==> src/baro_pressure_compensation_unit_assert.svh <==
// assertion macros for the pressure compensation unit
// the asserting module must have clk and rst (synchronous, active high) in scope
`ifndef BARO_PRESSURE_COMPENSATION_UNIT_ASSERT_SVH
`define BARO_PRESSURE_COMPENSATION_UNIT_ASSERT_SVH

// same-cycle implication
`define BPC_ASSERT_NOW(label, ante, cons, msg) \
  label: assert property (@(posedge clk) disable iff (rst) (ante) |-> (cons)) \
    else $error(msg);

// next-cycle implication
`define BPC_ASSERT_NEXT(label, ante, cons, msg) \
  label: assert property (@(posedge clk) disable iff (rst) (ante) |=> (cons)) \
    else $error(msg);

`endif

==> src/bpc_pkg.sv <==
// shared widths, register indexes, constants and stage payload types
// for the pressure compensation unit; no dependencies
`default_nettype none

package bpc_pkg;

  localparam int RAW_W      = 24;
  localparam int COEF_W     = 16;
  localparam int NUM_COEFS  = 6;
  localparam int CFG_IDX_W  = 3;
  localparam int PRESS_W    = 32;
  localparam int TEMP_OUT_W = 18;

  // internal widths, sized from the value ranges
  localparam int DT_W    = 25;   // temperature delta
  localparam int MP_W    = 42;   // coefficient times delta
  localparam int TEMP_W  = 19;   // full temperature
  localparam int SQ_W    = 38;   // squared temperature terms
  localparam int OS_W    = 40;   // offset and sensitivity
  localparam int SPLIT_W = 20;   // low slice of sensitivity for the split product
  localparam int PP_LO_W = RAW_W + SPLIT_W;
  localparam int PP_HI_W = RAW_W + 1 + OS_W - SPLIT_W;
  localparam int PROD_W  = 64;
  localparam int Y_W     = 48;

  // fixed scalings of the scheme
  localparam int SHIFT_REF    = 8;
  localparam int SHIFT_OFF_C  = 16;
  localparam int SHIFT_SENS_C = 15;
  localparam int SHIFT_OFF_T  = 7;
  localparam int SHIFT_SENS_T = 8;
  localparam int SHIFT_TEMP   = 23;
  localparam int SHIFT_PROD   = 21;
  localparam int SHIFT_PRESS  = 15;
  localparam int TEMP_MID     = 2000;
  localparam int TEMP_LOW     = 1500;

  // configuration register indexes
  localparam logic [CFG_IDX_W-1:0] REG_PRESSURE_SENS     = 3'd0;
  localparam logic [CFG_IDX_W-1:0] REG_PRESSURE_OFFSET   = 3'd1;
  localparam logic [CFG_IDX_W-1:0] REG_SENS_TEMP_COEFF   = 3'd2;
  localparam logic [CFG_IDX_W-1:0] REG_OFFSET_TEMP_COEFF = 3'd3;
  localparam logic [CFG_IDX_W-1:0] REG_REF_TEMPERATURE   = 3'd4;
  localparam logic [CFG_IDX_W-1:0] REG_TEMP_SENSITIVITY  = 3'd5;

  typedef struct packed {
    logic [COEF_W-1:0] pressure_sens;
    logic [COEF_W-1:0] pressure_offset;
    logic [COEF_W-1:0] sens_temp_coeff;
    logic [COEF_W-1:0] offset_temp_coeff;
    logic [COEF_W-1:0] ref_temperature;
    logic [COEF_W-1:0] temp_sensitivity;
  } coef_t;

  // first-order terms, handed to the correction stages
  typedef struct packed {
    logic [RAW_W-1:0]         d1;
    logic signed [OS_W-1:0]   offs;
    logic signed [OS_W-1:0]   sens;
    logic signed [TEMP_W-1:0] temp;
    logic signed [TEMP_W-1:0] tm;    // temp - 2000
    logic signed [TEMP_W-1:0] tl;    // temp + 1500
    logic                     lt_mid;
    logic                     lt_low;
  } tc_t;

  // corrected terms, handed to the pressure product
  typedef struct packed {
    logic [RAW_W-1:0]         d1;
    logic signed [OS_W-1:0]   offs;
    logic signed [OS_W-1:0]   sens;
    logic signed [TEMP_W-1:0] temp;
  } cs_t;

endpackage

`default_nettype wire

==> src/bpc_pmul.sv <==
// pressure stages: raw pressure times sensitivity as two partial products,
// their sum, the offset subtraction and the output register; depends on bpc_pkg
`default_nettype none

module bpc_pmul (
  input  wire logic                                 clk,
  input  wire logic                                 rst,
  input  wire logic                                 in_valid,
  output logic                                      in_ready,
  input  wire bpc_pkg::cs_t                         in_data,
  output logic                                      out_valid,
  input  wire logic                                 out_ready,
  output logic [bpc_pkg::PRESS_W-1:0]               pressure,
  output logic signed [bpc_pkg::TEMP_OUT_W-1:0]     temperature
);
  import bpc_pkg::*;

  logic v1, v2, v3;
  logic en1, en2, en3;

  logic [PP_LO_W-1:0]         pp_lo, pp_lo_next;
  logic signed [PP_HI_W-1:0]  pp_hi, pp_hi_next;
  logic signed [OS_W-1:0]     offs_1, offs_2;
  logic signed [TEMP_W-1:0]   temp_1, temp_2;
  logic signed [PROD_W-1:0]   prod, prod_next;
  logic signed [Y_W-1:0]      y_next;

  assign en3      = !v3 || out_ready;
  assign en2      = !v2 || en3;
  assign en1      = !v1 || en2;
  assign in_ready = en1;

  // stage 1: unsigned low slice and signed high slice of sensitivity
  always_comb begin
    pp_lo_next = in_data.d1 * in_data.sens[SPLIT_W-1:0];
    pp_hi_next = $signed({1'b0, in_data.d1}) * $signed(in_data.sens[OS_W-1:SPLIT_W]);
  end

  // stage 2: recombine
  assign prod_next = (PROD_W'(pp_hi) <<< SPLIT_W) + PROD_W'({1'b0, pp_lo});

  // stage 3: scale, subtract offset, keep low bits after the final shift
  assign y_next = Y_W'(prod >>> SHIFT_PROD) - Y_W'(offs_2);

  always_ff @(posedge clk) begin
    if (rst) begin
      v1 <= 1'b0;
      v2 <= 1'b0;
      v3 <= 1'b0;
    end else begin
      if (en1) v1 <= in_valid;
      if (en2) v2 <= v1;
      if (en3) v3 <= v2;
    end
  end

  always_ff @(posedge clk) begin
    if (en1) begin
      pp_lo  <= pp_lo_next;
      pp_hi  <= pp_hi_next;
      offs_1 <= in_data.offs;
      temp_1 <= in_data.temp;
    end
    if (en2) begin
      prod   <= prod_next;
      offs_2 <= offs_1;
      temp_2 <= temp_1;
    end
    if (en3) begin
      pressure    <= y_next[SHIFT_PRESS +: PRESS_W];
      temperature <= temp_2[TEMP_OUT_W-1:0];
    end
  end

  assign out_valid = v3;

endmodule

`default_nettype wire

==> config.mk <==
export PLATFORM = sky130hd
export DESIGN_NAME = bpc_pmul
export DESIGN_NICKNAME = d
export VERILOG_FILES = /design/src/baro_pressure_compensation_unit_assert.svh /design/src/bpc_pkg.sv /design/src/bpc_pmul.sv
export SDC_FILE = /design/constraint.sdc
export NUM_CORES = 2
export LEC_CHECK = 0
export ABC_AREA = 1
export BUFFER_PORTS_ARGS = -buffer_cell sky130_fd_sc_hd__buf_2
export CORE_UTILIZATION = 40
export CTS_CLUSTER_DIAMETER = 100
export CTS_CLUSTER_SIZE = 20
export DETAILED_ROUTE_END_ITERATION = 10
export PLACE_DENSITY_LB_ADDON = 0.15
export REMOVE_ABC_BUFFERS = 1
export SLEW_MARGIN = 10
export SYNTH_ARGS = -nofsm -noshare
export SYNTH_HDL_FRONTEND = slang
export SYNTH_SLANG_ARGS = --single-unit
==> constraint.sdc <==
create_clock -name clk -period 6.09 [get_ports clk]
set_clock_uncertainty 0.1 [all_clocks]
set_input_delay 0.3045 -clock clk [delete_from_list [all_inputs] [get_ports clk]]
set_output_delay 0.3045 -clock clk [all_outputs]
set_load 0.01 [all_outputs]
==> flow_summary.ini <==
[die]
die_h_um = 343.7
initial_core_util_pct = 40.25
rows = 125
fp.coreArea_mm2 = 0.1160
dieArea_mm2 = 0.1181
die_x_um = 343.7
io_pins = 179

[route]
drc = 0
drtPass1Iterations = 6
wl_per_cell_um = 17.04
drtIter0Drc = 2123
wirelength_um = 133500
detail-route-antenna-nets = 0
viasPerCell = 4.716
vias = 36950

[final_layout]
nFillCells = 11720
multi_input_comb_area_mm2 = 0.03190
final-instance-count-excl-fill = 7835
areaGrowthSynthToFinish_pct = 15.75
seq_area_mm2 = 0.008288
layout_commonest_cell = inv_1
final_cell_mix = inv_1, nand2_1, fa_1, buf_4, ha_1
drive_above_1_share_pct = 11.55
nNetsFinal = 7607

[clock_tree]
numCtsBuffers = 18
cts_max_level = 1
clkSinkCount = 277
cts_buffer_depth = 3
clk_pin_slew_ns = 0.09
cts_tree = built
cts_root_buffer = clkbuf_16
post_cts_buffers = 0
clk_latency_ns = 0.53

[synth]
async_flop_share_pct = 0
avgSynthCellArea_um2 = 8.098
synthCells = 5768
ys_ff_latch = 277
syn-cell-area_mm2 = 0.04671
ys.flop_type = edfxtp_1
yosys.area.top_type = fa_1
synth_top_area_share_pct = 33.64
synthDistinctLibCells = 46
synth-edff-count = 274
ys_seq_area_share_pct = 17.74
synthTopCellsByArea = fa_1, edfxtp_1, inv_1
yosysWarnings = 0

[place]
dp.cells = 7747
io_buffers = 177
dp_hpwl_um = 117000
place_congestion = 0.9207

[setup_path]
worstPathArrival_ns = 6.04
path_max_fanout = 10
critical_path_buf_inv_count = 9
crit_top_cell = fa_1
cp_slowest_cell = fa_1
max_stage_delay_ns = 0.60
required_ns = 6.28
path_class = input port to register
worst_setup_path_end_kind = register
cp-start-kind = input port
critical_path.top_delay_family = adder cells

[sta]
post-route-period-util_pct = 96.03
hold_viol = 0
finalMaxSlewViolations = 0
maxSlewHeadroom_pct = 46.66
grt_setup_unrepaired = yes
setup_violations = 0
min_period_ns = 5.848
fmaxAchievable_mhz = 171.0
worst_pin_slew_ns = 0.8000

[grt]
grt_pass1_wl_um = 214300
gr-usage-all-layers_pct = 23.33
grt.overflow.total = 0
grt_max_degree = 78
grt_pass1_vias = 38970
antenna_found_initial = 3

[outcome]
status = complete, no violations

[job]
maxCapViolations = 0

[hold_path]
min-delay-path-class = register to register
[state kept, by name, summed over array words and instances, names as in the netlist]
signal / flops
offs_2: 40
prod: 43
temp_2: 18
offs_1: 40
v1: 1
temperature: 18
pressure: 29
temp_1: 18
pp_hi: 44
v2: 1
pp_lo: 24
out_valid: 1
[path summary, 6_finish.rpt]
kind         cells after the start         start    endpoint  slack [ns]
max reg2reg                      5     out_valid   offs_2[5]        3.28
min reg2reg                      0    offs_1[27]  offs_2[27]        0.32
min                              0    offs_1[27]  offs_2[27]        0.32
max                             26  in_data[113]   pp_lo[39]        0.24
[Yosys cell counts (7+ instances only)]
cell type	instances
xnor2_1	17
o21ai_1	11
nand4_1	37
a21oi_1	193
o21bai_1	14
clkbuf_1	172
ha_1	392
nand2_1	1562
fa_1	785
nand3_1	117
nor3_1	33
nor3_2	7
nor2_2	10
o21a_1	16
edfxtp_1	274
inv_1	1578
a21o_1	17
nor2_1	285
or2_2	13
o21ai_0	101
xor2_1	73
[layer usage]
layer	track usage [%]	share of wire, %	vias up
met5	0	0.013	-
met4	4.833	2.2	4
met3	2.481	5.1	131
met2	38.07	45	869
met1	33.46	47	17950
li1	-	-	18000
[what timing repair did]
item / 4_1_cts / 5_1_grt
gates resized for setup: 3 / 42
hold buffers: 60 / 0
endpoints found under the hold margin: 61 / 0
endpoints found under the setup margin: 9 / 40
[metrics by stage]
| step | TNS, ns | setup WS (ns) | instance area, um2 | hold slack [ns] | utilization [%] |
|---|---|---|---|---|---|
| after detailed placement | -25.91 | -0.5928 | 52810 | 0.3045 | 45.51 |
| after global placement | -24.74 | -0.5907 | 52810 | 0.3009 | 45.51 |
| after CTS | 0 | 0.05787 | 53950 | 0.3214 | 46.49 |
| after global routing | -0.02990 | -0.02224 | 54070 | 0.3257 | 46.59 |
| final | 0 | 0.2419 | 54070 | 0.3167 | 46.59 |
| after floorplan | 0 | 0.4496 | 46030 | 0.2736 | - |
[layout make-up]
class                           instances  share of cell area, %
Clock buffer                           25                 0.9210
Multi-Input combinational cell       3732                  59.00
Antenna cell                            1               0.004628
Sequential cell                       277                  15.33
Timing Repair Buffer                  694                  10.20
Inverter                             1580                  10.97
Tap cell                             1524                  3.527
Clock inverter                          2                0.05091
[cell families after synthesis]
logic type / count (synthesis) / synth area share (%)
AND/OR/NAND/NOR: 2091 / 17.84
adder cells (fa/ha/maj): 1177 / 44.14
flip-flops: 277 / 17.74
buffers and inverters: 1759 / 14.16
XOR/XNOR: 90 / 1.688
AO/OA/AOI/OAI: 374 / 4.425
Power is not shown: default switching activity piles up to over one toggle a cycle in this logic, so the estimate is an artifact.
