--- src/baro_pressure_compensation_unit_assert.svh ---
// assertion macros for the pressure compensation unit
// the asserting module must have clk and rst (synchronous, active high) in scope
`ifndef BARO_PRESSURE_COMPENSATION_UNIT_ASSERT_SVH
`define BARO_PRESSURE_COMPENSATION_UNIT_ASSERT_SVH

// same-cycle implication
`define BPC_ASSERT_NOW(label, ante, cons, msg) \
  label: assert property (@(posedge clk) disable iff (rst) (ante) |-> (cons)) \
    else $error(msg);

// next-cycle implication
`define BPC_ASSERT_NEXT(label, ante, cons, msg) \
  label: assert property (@(posedge clk) disable iff (rst) (ante) |=> (cons)) \
    else $error(msg);

`endif

--- src/bpc_pkg.sv ---
// shared widths, register indexes, constants and stage payload types
// for the pressure compensation unit; no dependencies
`default_nettype none

package bpc_pkg;

  localparam int RAW_W      = 24;
  localparam int COEF_W     = 16;
  localparam int NUM_COEFS  = 6;
  localparam int CFG_IDX_W  = 3;
  localparam int PRESS_W    = 32;
  localparam int TEMP_OUT_W = 18;

  // internal widths, sized from the value ranges
  localparam int DT_W    = 25;   // temperature delta
  localparam int MP_W    = 42;   // coefficient times delta
  localparam int TEMP_W  = 19;   // full temperature
  localparam int SQ_W    = 38;   // squared temperature terms
  localparam int OS_W    = 40;   // offset and sensitivity
  localparam int SPLIT_W = 20;   // low slice of sensitivity for the split product
  localparam int PP_LO_W = RAW_W + SPLIT_W;
  localparam int PP_HI_W = RAW_W + 1 + OS_W - SPLIT_W;
  localparam int PROD_W  = 64;
  localparam int Y_W     = 48;

  // fixed scalings of the scheme
  localparam int SHIFT_REF    = 8;
  localparam int SHIFT_OFF_C  = 16;
  localparam int SHIFT_SENS_C = 15;
  localparam int SHIFT_OFF_T  = 7;
  localparam int SHIFT_SENS_T = 8;
  localparam int SHIFT_TEMP   = 23;
  localparam int SHIFT_PROD   = 21;
  localparam int SHIFT_PRESS  = 15;
  localparam int TEMP_MID     = 2000;
  localparam int TEMP_LOW     = 1500;

  // configuration register indexes
  localparam logic [CFG_IDX_W-1:0] REG_PRESSURE_SENS     = 3'd0;
  localparam logic [CFG_IDX_W-1:0] REG_PRESSURE_OFFSET   = 3'd1;
  localparam logic [CFG_IDX_W-1:0] REG_SENS_TEMP_COEFF   = 3'd2;
  localparam logic [CFG_IDX_W-1:0] REG_OFFSET_TEMP_COEFF = 3'd3;
  localparam logic [CFG_IDX_W-1:0] REG_REF_TEMPERATURE   = 3'd4;
  localparam logic [CFG_IDX_W-1:0] REG_TEMP_SENSITIVITY  = 3'd5;

  typedef struct packed {
    logic [COEF_W-1:0] pressure_sens;
    logic [COEF_W-1:0] pressure_offset;
    logic [COEF_W-1:0] sens_temp_coeff;
    logic [COEF_W-1:0] offset_temp_coeff;
    logic [COEF_W-1:0] ref_temperature;
    logic [COEF_W-1:0] temp_sensitivity;
  } coef_t;

  // first-order terms, handed to the correction stages
  typedef struct packed {
    logic [RAW_W-1:0]         d1;
    logic signed [OS_W-1:0]   offs;
    logic signed [OS_W-1:0]   sens;
    logic signed [TEMP_W-1:0] temp;
    logic signed [TEMP_W-1:0] tm;    // temp - 2000
    logic signed [TEMP_W-1:0] tl;    // temp + 1500
    logic                     lt_mid;
    logic                     lt_low;
  } tc_t;

  // corrected terms, handed to the pressure product
  typedef struct packed {
    logic [RAW_W-1:0]         d1;
    logic signed [OS_W-1:0]   offs;
    logic signed [OS_W-1:0]   sens;
    logic signed [TEMP_W-1:0] temp;
  } cs_t;

endpackage

`default_nettype wire

--- src/bpc_corr.sv ---
// second-order correction stages: squared temperature terms and their
// subtraction from offset and sensitivity; depends on bpc_pkg
`default_nettype none

module bpc_corr (
  input  wire logic         clk,
  input  wire logic         rst,
  input  wire logic         in_valid,
  output logic              in_ready,
  input  wire bpc_pkg::tc_t in_data,
  output logic              out_valid,
  input  wire logic         out_ready,
  output bpc_pkg::cs_t      out_data
);
  import bpc_pkg::*;

  logic v1, v2;
  logic en1, en2;

  logic signed [SQ_W-1:0]   sq_mid, sq_low, sq_mid_next, sq_low_next;
  tc_t                      s1;
  logic signed [OS_W-1:0]   mid5, low1, low7, low11;
  logic signed [OS_W-1:0]   offs_mid, offs_low, sens_mid, sens_low;
  cs_t                      cs, cs_next;

  assign en2      = !v2 || out_ready;
  assign en1      = !v1 || en2;
  assign in_ready = en1;

  // stage 1: squares
  always_comb begin
    sq_mid_next = in_data.tm * in_data.tm;
    sq_low_next = in_data.tl * in_data.tl;
  end

  // stage 2: small constant multiples by shift and add, then subtract
  always_comb begin
    mid5  = (OS_W'(sq_mid) <<< 2) + OS_W'(sq_mid);
    low1  = OS_W'(sq_low);
    low7  = (low1 <<< 3) - low1;
    low11 = (low1 <<< 3) + (low1 <<< 1) + low1;
    offs_mid = s1.lt_mid ? (mid5 >>> 1) : '0;
    sens_mid = s1.lt_mid ? (mid5 >>> 2) : '0;
    offs_low = s1.lt_low ? low7 : '0;
    sens_low = s1.lt_low ? (low11 >>> 1) : '0;
    cs_next.d1   = s1.d1;
    cs_next.temp = s1.temp;
    cs_next.offs = s1.offs - offs_mid - offs_low;
    cs_next.sens = s1.sens - sens_mid - sens_low;
  end

  always_ff @(posedge clk) begin
    if (rst) begin
      v1 <= 1'b0;
      v2 <= 1'b0;
    end else begin
      if (en1) v1 <= in_valid;
      if (en2) v2 <= v1;
    end
  end

  always_ff @(posedge clk) begin
    if (en1) begin
      s1     <= in_data;
      sq_mid <= sq_mid_next;
      sq_low <= sq_low_next;
    end
    if (en2) begin
      cs <= cs_next;
    end
  end

  assign out_valid = v2;
  assign out_data  = cs;

endmodule

`default_nettype wire

--- config.mk ---
export PLATFORM = sky130hd
export DESIGN_NAME = bpc_corr
export DESIGN_NICKNAME = d
export VERILOG_FILES = /design/src/baro_pressure_compensation_unit_assert.svh /design/src/bpc_pkg.sv /design/src/bpc_corr.sv
export SDC_FILE = /design/constraint.sdc
export NUM_CORES = 2
export LEC_CHECK = 0
export BUFFER_PORTS_ARGS = -buffer_cell sky130_fd_sc_hd__buf_4
export CORE_UTILIZATION = 30
export DETAILED_ROUTE_END_ITERATION = 10
export GPL_ROUTABILITY_DRIVEN = 1
export HOLD_SLACK_MARGIN = 0.08
export PLACE_DENSITY_LB_ADDON = 0.05
export SKIP_CTS_REPAIR_TIMING = 1
export SYNTH_ARGS = -nofsm -noshare
export SYNTH_HDL_FRONTEND = slang
export SYNTH_SLANG_ARGS = --single-unit
--- constraint.sdc ---
create_clock -name clk -period 12.3 [get_ports clk]
set_input_delay 2.46 -clock clk [delete_from_list [all_inputs] [get_ports clk]]
set_output_delay 2.46 -clock clk [all_outputs]
set_load 0.01 [all_outputs]
==> run summary <==
area grow syn2layout -> 12.7%
synth warn -> 0
total track usage -> 17.1%
Setup TNS -> 0 ps
Synth cell types -> 73
flops & latches, synth -> 324
number of flops mapped to enable cells by yosys -> 322
Setup Skew -> 22.6 ps
share of cells above drive strength 1 -> 8.32%
Least-Margin Pin Slew -> 1090 ps
Via density -> 4.55
TritonCTS clock tree -> yes
Seq/Total Area, Yosys -> 21.0%
Post-synth ARST share -> 0%
clock sinks -> 324
Slew HR -> 27.6%
RSZ-0062 raised after global routing -> false
Req. time, crit path -> 12620 ps
fin crit share -> 75.2%
via count -> 31100
core box area -> 152000 sq um
cell mode on critical path -> fa_1
setup violators final -> 0
status -> finished, final reports clean
crit-path cells -> buf_4, inv_1, nor2_1, inv_1, fa_1, fa_1, fa_1, inv_1, fa_1, fa_1, fa_1, fa_1, ha_1, a2111o_1, a211o_1, a211oi_2, a211oi_2, a311o_2, a221o_2, a31o_4, a31oi_1, a21boi_0
Synth area leaders -> fa_1, edfxtp_1, ha_1, inv_1, nand2_1
Final nets -> 6157
Slew Viols, Final -> 0
most used flip-flop cell after synthesis -> edfxtp_1
filler cell count -> 15800
Crit Path Class -> primary input to flip-flop
GP Congestion -> 0.821
Mapped Cells -> 4517
minimum clock period -> 9250 ps
detailed placer's ending HPWL -> 109000 um
crit path launch type -> primary input
cts bufs inserted -> 42
Root Driver -> clkbuf_16
total wire length -> 131000 um
clock-pin slew on the worst setup and hold paths -> 60 ps
CP peak stage delay -> 560 ps
CP arrival -> 9570 ps
global-route wire length before repair -> 204000 um
pin count of the biggest net entering global routing -> 138
Clk Latency, worst-skew pair -> 590 ps
H-tree depth -> 2
initial antenna violation count -> 0
DRC -> 0
number of global-route vias before repair -> 33800
commonest non-fill, non-tap cell in the layout -> inv_1
Mapped Area -> 46200 sq um
worst hold path depth -> 0
Post-Route Utilization -> 34.1%
Die Area -> 156000 sq um
# IOs -> 292
Fmax -> 108 MHz
post-synth top area share -> 33.5%
stages on the worst setup path -> 22
Final ANT Viol Nets -> 0
1st-iter DRT viols -> 1347
CP max-delay cell -> fa_1
maxcap violations -> 0
Overflow after GRT -> 0
CP max FO -> 18
clock buffer depth -> 3
IO Port Bufs -> 291
antenna cell count -> 0
Die Width -> 394 um
most frequent cells in the layout -> inv_1, fa_1, ha_1, nand2_1, edfxtp_1
Initial Util -> 30.3%
r2r worst-path depth -> 26
CP top delay family -> adder cells
Fin. Hold Viols -> 0
flop-to-flop setup slack -> 4720 ps
Pre-antenna DRT Iters -> 5
Yosys top cell by area -> fa_1
endpoint class of the critical path -> flip-flop
hold crit path type -> flip-flop to flip-flop
chip height -> 394 um
wire per inst -> 19.1 um
floorplan row count -> 143
Buf+Inv Stages, Crit Path -> 4
Syn Area/Cell -> 10.2 sq um
Synthesized Nets -> 5910
[routing by layer]
metal / part of all wire (%) / wire, um / track usage, %
met3: 3.4 / 4490 / 1.83
met5: 0 / 0 / 0
met1: 51 / 66400 / 25.3
met2: 44 / 57700 / 26.8
met4: 1.6 / 2070 / 3.06
[synthesized netlist by cell type (all sizes together), types with 42 or more instances]
master	number
clkbuf	90
edfxtp	322
a21o	132
a21oi	196
inv	969
xor2	91
xnor2	174
fa	772
nand3	42
o21ai	100
ha	454
nor2b	48
nor2	150
nand2	430
and2	101
[sequential cells by signal (all words and copies together), names as in the netlist]
register	flops
out_data	123
cs_next	43
out_valid	1
sq_mid	37
s1	82
sq_low	37
v1	1
[layout make-up]
type / instances / area (sq um) / share of cell area (%)
Clock buffer: 51 / 1110 / 2.13
Multi-Input combinational cell: 3129 / 32500 / 62.4
Sequential cell: 324 / 9710 / 18.7
Tap cell: 2030 / 2540 / 4.88
Timing Repair Buffer: 297 / 2240 / 4.31
Inverter: 970 / 3650 / 7.01
Clock inverter: 27 / 312 / 0.599
[worst paths after layout]
path | from | endpoint
worst max register to register | sq_mid[2] | out_data[58]
worst max-delay path | in_data[7] | sq_low[35]
worst min-delay path | cs_next[3] | out_data[3]
worst min register to register | cs_next[3] | out_data[3]
[worst register-to-register path: stages (launching register included)]
cell	delay, ps
edfxtp_1	400
ha_1	250
ha_1	210
a21o_1	190
a21o_1	200
a2111oi_0	730
o31ai_1	130
buf_4	190
o211ai_1	340
nand2b_1	100
a21o_1	210
a311oi_1	350
xor2_1	150
nor2_1	570
fa_1	530
inv_1	60
ha_1	290
a2111oi_0	350
o21ai_0	140
o2111ai_1	120
nand2_1	110
a22o_1	190
a41oi_1	550
a21oi_1	220
a41o_1	330
o41ai_1	320
xnor2_1	120
[stage by stage]
step	cell area [sq um]	hold slack [ps]	setup WS, ps	std cells
floorplan	46200	400	2720	4517
global placement	50600	401	2450	6750
detailed placement	50600	405	2390	6750
CTS	52000	412	3010	6828
global route	52000	417	2630	6828
finish	52000	410	3050	6828
[kinds of logic (layout without fill, tap and decap cells)]
group	count (synthesis)	after routing	synth area share (%)
muxes	8	8	0.173
other	1	1	0.00812
AOI/OAI and AO/OA	683	683	9.77
and+or+nand+nor	945	945	9.53
xor gates and xnor gates	266	266	5.07
adders and majority gates	1226	1226	45.8
buffers and inverters	1064	1345	8.65
DFF	324	324	21.0
Power is not shown: default switching activity piles up to over one toggle a cycle in this logic, so the estimate is an artifact.
